**src/sce_pkg.sv**
```systemverilog
`timescale 1ns / 1ps

package sce_pkg;

  localparam int PROB_BITS = 16;
  localparam int DATA_W    = 16;
  localparam int TGT_W     = 5;
  localparam int LOSS_W    = 24;
  localparam int CNT_W     = 7;
  localparam int E_W       = 31;
  localparam int ESUM_W    = 37;
  localparam int LSUM_W    = 40;
  localparam int DVD_W     = 48;
  localparam int DVS_W     = 37;
  localparam int MUL_A_W   = 32;
  localparam int MUL_B_W   = 33;
  localparam int PROD_W    = MUL_A_W + MUL_B_W;

  localparam logic [E_W-1:0]    ONE_Q30      = 31'h4000_0000;
  localparam logic [29:0]       LN2_Q30      = 30'd744261118;
  localparam logic [16:0]       LOG2E_Q16    = 17'd94548;
  localparam logic [LOSS_W-1:0] EPS_LOSS_Q16 = 24'd1358120;
  localparam logic [LOSS_W-1:0] LOSS_MAX     = 24'hFF_FFFF;
  localparam logic [LSUM_W-1:0] SUM_MAX      = 40'hFF_FFFF_FFFF;
  localparam logic [20:0]       PROB_LOG_Q16 = 21'(PROB_BITS << 16);

  localparam logic [1:0] STATUS_OK         = 2'd0;
  localparam logic [1:0] STATUS_ROW_LONG   = 2'd1;
  localparam logic [1:0] STATUS_BAD_TARGET = 2'd2;

  typedef enum logic [0:0] {
    REG_BATCH_SIZE = 1'b0,
    REG_UPSTREAM   = 1'b1
  } cfg_reg_e;

  typedef struct packed {
    logic signed [DATA_W-1:0] logit;
    logic [TGT_W-1:0]         target_class;
    logic                     last_in_row;
  } in_t;

  typedef struct packed {
    logic signed [DATA_W-1:0] gradient;
    logic [TGT_W-1:0]         class_index;
    logic [LOSS_W-1:0]        row_loss;
    logic [LOSS_W-1:0]        mean_loss;
    logic                     mean_valid;
    logic                     last_of_row;
    logic [1:0]               status;
  } out_t;

  typedef struct packed {
    logic [CNT_W-1:0] count;
    logic [TGT_W-1:0] target;
    logic             overflow;
  } desc_t;

  // floor(2^32 / k), exact 2^32 for k = 1
  function automatic logic [MUL_B_W-1:0] recip(input logic [3:0] k);
    logic [MUL_B_W-1:0] r;
    case (k)
      4'd1:    r = 33'h1_0000_0000;
      4'd2:    r = 33'd2147483648;
      4'd3:    r = 33'd1431655765;
      4'd4:    r = 33'd1073741824;
      4'd5:    r = 33'd858993459;
      4'd6:    r = 33'd715827882;
      4'd7:    r = 33'd613566756;
      4'd8:    r = 33'd536870912;
      default: r = '0;
    endcase
    return r;
  endfunction

endpackage

```
**src/sce_front.sv**
```systemverilog
`timescale 1ns / 1ps

module sce_front #(
  parameter int MAX_CLASSES = 32,
  localparam int IW = $clog2(MAX_CLASSES)
) (
  input  logic                        clk_i,
  input  logic                        rst_ni,
  input  logic                        in_valid_i,
  output logic                        in_ready_o,
  input  sce_pkg::in_t                in_data_i,
  output logic                        desc_valid_o,
  output sce_pkg::desc_t              desc_o,
  output logic                        desc_bank_o,
  input  logic                        desc_pop_i,
  input  logic [IW:0]                 lg_raddr_i,
  output logic signed [sce_pkg::DATA_W-1:0] lg_rdata_o
);
  import sce_pkg::*;

  localparam int CW    = $clog2(MAX_CLASSES + 1);
  localparam int DEPTH = 2 * (2 ** IW);

  logic signed [DATA_W-1:0] mem [DEPTH];
  logic signed [DATA_W-1:0] rdata_q;

  logic [CW-1:0] cnt_q;
  logic          ovf_q;
  desc_t         desc_q [2];
  logic          wr_ptr_q, rd_ptr_q;
  logic [1:0]    q_cnt_q;
  logic          accept, push, room;
  logic [CW-1:0] cnt_after;
  logic          ovf_after;

  assign in_ready_o = q_cnt_q != 2'd2;
  assign accept     = in_valid_i && in_ready_o;
  assign push       = accept && in_data_i.last_in_row;
  assign room       = cnt_q < CW'(MAX_CLASSES);
  assign cnt_after  = room ? cnt_q + 1'b1 : cnt_q;
  assign ovf_after  = ovf_q || !room;

  always_ff @(posedge clk_i) begin
    if (accept && room) begin
      mem[{wr_ptr_q, cnt_q[IW-1:0]}] <= in_data_i.logit;
    end
    rdata_q <= mem[lg_raddr_i];
  end

  always_ff @(posedge clk_i or negedge rst_ni) begin
    if (!rst_ni) begin
      cnt_q    <= '0;
      ovf_q    <= 1'b0;
      wr_ptr_q <= 1'b0;
      rd_ptr_q <= 1'b0;
      q_cnt_q  <= '0;
      desc_q[0] <= '0;
      desc_q[1] <= '0;
    end else begin
      if (accept) begin
        if (in_data_i.last_in_row) begin
          cnt_q <= '0;
          ovf_q <= 1'b0;
          desc_q[wr_ptr_q] <= '{count:    CNT_W'(cnt_after),
                                target:   in_data_i.target_class,
                                overflow: ovf_after};
          wr_ptr_q <= !wr_ptr_q;
        end else begin
          cnt_q <= cnt_after;
          ovf_q <= ovf_after;
        end
      end
      if (desc_pop_i) begin
        rd_ptr_q <= !rd_ptr_q;
      end
      q_cnt_q <= q_cnt_q + {1'b0, push} - {1'b0, desc_pop_i};
    end
  end

  assign desc_valid_o = q_cnt_q != 2'd0;
  assign desc_o       = desc_q[rd_ptr_q];
  assign desc_bank_o  = rd_ptr_q;
  assign lg_rdata_o   = rdata_q;

endmodule

```
**config.mk**
```make
export PLATFORM = sky130hd
export DESIGN_NAME = sce_front
export DESIGN_NICKNAME = d
export VERILOG_FILES = /design/src/sce_pkg.sv /design/src/sce_front.sv
export SDC_FILE = /design/constraint.sdc
export NUM_CORES = 1
export LEC_CHECK = 0
export ABC_AREA = 1
export BUFFER_PORTS_ARGS = -buffer_cell sky130_fd_sc_hd__buf_4
export CORE_ASPECT_RATIO = 1.4
export CORE_MARGIN = 2
export CORE_UTILIZATION = 25
export CTS_BUF_LIST = sky130_fd_sc_hd__clkbuf_4 sky130_fd_sc_hd__clkbuf_8
export CTS_CLUSTER_DIAMETER = 120
export DETAILED_ROUTE_END_ITERATION = 6
export SYNTH_ARGS = -nofsm -noshare
export SYNTH_HDL_FRONTEND = slang
export SYNTH_SLANG_ARGS = --single-unit
```
**constraint.sdc**
```tcl
create_clock -name clk_i -period 3.6 [get_ports clk_i]
set_clock_uncertainty 0.15 [all_clocks]
set_input_delay 0.18 -clock clk_i [delete_from_list [all_inputs] [get_ports clk_i]]
set_output_delay 0.18 -clock clk_i [all_outputs]
set_load 0.02 [all_outputs]
```
==> flow_summary_export.csv <==
group,metric,value,unit
route,drc_errors,0,
route,drtIter0Drc,2661,
clocking,clk_latency,870,ps
layout,register_area,31900,um^2
clocking,clock_sinks,1075,
sta,max_freq,296,MHz
power,ir_drop,0.408,mV
layout,nets,3884,
placement,gp_congestion,0.846,
synth,synth_edf_count,1024,
clocking,numCtsBuffers,156,
outcome,status,"completed",
global_routing,overflow,0,
power,power.density,534,nW/um^2
route,route.met2.wl,59.2,mm
sta,setup_violations,0,
sta,worst_pin_slew,943,ps
floorplan,start_util,25.2,%
sta,finalCriticalPeriod,3370,ps
floorplan,die_area,178000,um^2
clocking,root_buffer,"clkbuf_8",
clocking,postCtsSetupBuffers,0,
synth,syn_area,43700,um^2
layout,final_common_cell,"nand2_1",
synth,avgSynthCellArea,11.9,um^2
route,dr_wl_met3,7.66,mm
layout,multi_input_area,10200,um^2
worst_setup_path,cpMaxStageDelayCell,"dlygate4sd3_1",
sta,hold_viol_final,0,
layout,area_growth,15.3,%
synth,seq_area_frac_synth,73.1,%
placement,post-dp-hpwl,68.1,mm
global_routing,antenna_found_initial,4,
sta,relSlewSlack,37.1,%
layout,drive_above_1_share,11.7,%
power,leakage,18.0,nW
route,drt-total-wl,120,mm
synth,synthArstFlopShare,3.26,%
worst_setup_path,critPathCaptureType,"flop",
synth,synth_fp_nets,3718,
synth,syn_inst,3683,
layout,final_cell_mix,"1331 x nand2_1, 1024 x edfxtp_1, 873 x nand3_1, 169 x buf_4, 165 x clkbuf_8",
worst_setup_path,worstPathRequired,4240,ps
sta,drv_slew,0,
clocking,ctsResizeCount,0,
route,m1WireLength,47.3,mm
clocking,htreeDepth,4,
synth,yosysWarnings,0,
global_routing,grt_use_total,13.3,%
global_routing,grt_pass1_vias,28000,
global_routing,grt_max_degree,129,
worst_hold_path,hp-class,"in2reg",
route,ant_nets,0,
floorplan,coreArea,174000,um^2
placement,placedCellCount,5929,
sta,finalSetupTns,0,ps
sta,period_share,93.7,%
worst_setup_path,cp_cell_sequence,"inv_1, nand2_1, nand2_2, nor2_2, dlygate4sd3_1, inv_2, nor2_4, nand2_1, dlygate4sd3_1, o21ai_0, dlygate4sd3_1",
floorplan,die_x,357,um
synth,synth_flop_cell,"edfxtp_1",
layout,instances_no_fill,6257,
route,drt-pass1-iter-count,6,
route,top_layer,"met5",
sta,rsz0062_at_grt,"false",
route,vias,28500,
worst_setup_path,cp_max_fo,11,
power,p_total,26.9,mW
layout,fillers,17600,
clocking,cts_tree,"yes",
worst_setup_path,crit_type,"reg2reg",
worst_setup_path,cp_slowest_stage_delay,630,ps
placement,numPortBuffers,62,
synth,synth.distinct_cells,36,
route,viasPerCell,4.55,
run,cap_viol_max_count,0,
worst_setup_path,start_kind,"flop",
synth,synth_seq_cells,1075,
clocking,clkTransAtPathRegs,60,ps
worst_setup_path,cpMostUsedCell,"dlygate4sd3_1",
route,drt-wirelength-per-cell,19.2,um
floorplan,row_count,181,
global_routing,grt_pass1_wl,177,mm
floorplan,ios,64,
clocking,cts_buffer_depth,3,
worst_setup_path,arrival,4020,ps
floorplan,dieHeight,499,um
-- cell usage after synthesis, types with 2 or more instances --
cell | instances | area share [%]
nand2_1 | 1331 | 11
edfxtp_1 | 1024 | 70
nand3_1 | 873 | 10
buf_2 | 129 | 1.5
nor2_1 | 71 | 0.61
buf_6 | 51 | 1.3
dfrtp_1 | 35 | 2.0
inv_1 | 29 | 0.25
o21ai_0 | 25 | 0.29
clkbuf_1 | 21 | 0.18
dfxtp_1 | 16 | 0.73
buf_4 | 14 | 0.24
buf_1 | 12 | 0.10
nand4_1 | 9 | 0.13
mux2_2 | 6 | 0.15
inv_2 | 4 | 0.034
o21a_1 | 4 | 0.069
xor2_1 | 4 | 0.080
ha_1 | 3 | 0.086
a21oi_1 | 2 | 0.023
mux2_1 | 2 | 0.052
mux2i_1 | 2 | 0.046
o22ai_1 | 2 | 0.029
xnor2_1 | 2 | 0.040
-- power by group --
part / internal (mW) / total (mW) / leakage, nW / switching [mW]
logic: 0.826 / 2.86 / 6.57 / 2.04
registers: 14.1 / 14.3 / 9.79 / 0.209
clock network: 5.16 / 9.77 / 1.64 / 4.62
-- critical path: cells and delay by family, from the launching register on --
| family | cells | cell delay (ps) |
|---|---|---|
| AND/OR/NAND/NOR | 5 | 750 |
| buffers and inverters | 5 | 1960 |
| flip-flops | 1 | 370 |
| AO/OA/AOI/OAI | 1 | 70 |
-- final timing paths --
| check | start | end | slack (ps) | cells after the start |
|---|---|---|---|---|
| worst max-delay path | q_cnt_q[0] | desc_q[17] | 230 | 11 |
| worst min-delay path | in_data_i[0] | cnt_q[3] | 100 | 5 |
| worst max register to register | q_cnt_q[0] | desc_q[17] | 230 | 11 |
| worst min register to register | desc_q[9] | desc_q[9] | 340 | 1 |
| max in group asynchronous | rst_ni | q_cnt_q[1] | 2920 | 4 |
| min in group asynchronous | rst_ni | desc_q[5] | 180 | 4 |
-- through the flow --
step	hold WS (ps)	util [%]	cell area, um^2	worst slack [ps]
6_report	99.3	29.0	50400	227
3_5_place_dp	15.1	26.9	46800	858
3_3_place_gp	11.0	26.9	46800	876
2_1_floorplan	-266	-	43700	428
4_1_cts	24.9	29.0	50400	152
5_1_grt	116	29.0	50400	49.2
-- sequential cells by signal, summed over array words and instances (netlist names) --
register and count:
desc_q 24, desc_bank_o 1, q_cnt_q 2, lg_rdata_o 16
cnt_q 6, ovf_q 1, wr_ptr_q 1, mem 1024
-- logic make-up after synthesis --
kind of cell    Yosys count  synth area share, %
xor+xnor                  6                0.120
simple gates           2290                 22.3
mux                      10                0.252
fa+ha+maj                 3               0.0859
compound gates           35                0.444
buf+inv                 263                 3.67
flops                  1075                 73.1
other cells               1              0.00858
-- per-layer routing --
layer | track usage (%) | vias up
li1 | - | 13200
met1 | 16.0 | 13900
met2 | 22.4 | 1073
met3 | 2.33 | 253
met4 | 7.16 | 2
met5 | 0 | -
-- cell type report --
type / instances / area share [%]
multi-input cells: 2346 / 20.2
repair buffers: 236 / 4.23
diodes: 1 / 0.00497
clock buffers: 217 / 5.28
flip-flops and latches: 1075 / 63.4
inverters: 34 / 0.306
well taps: 2287 / 5.68
clock inverters: 61 / 0.889
-- timing repair --
item | 4_1_cts | 5_1_grt
endpoints found under the setup margin | 0 | 4
hold buffers | 48 | 0
hold endpoints to repair | 1126 | 0
(Power assumes the default switching activity.)
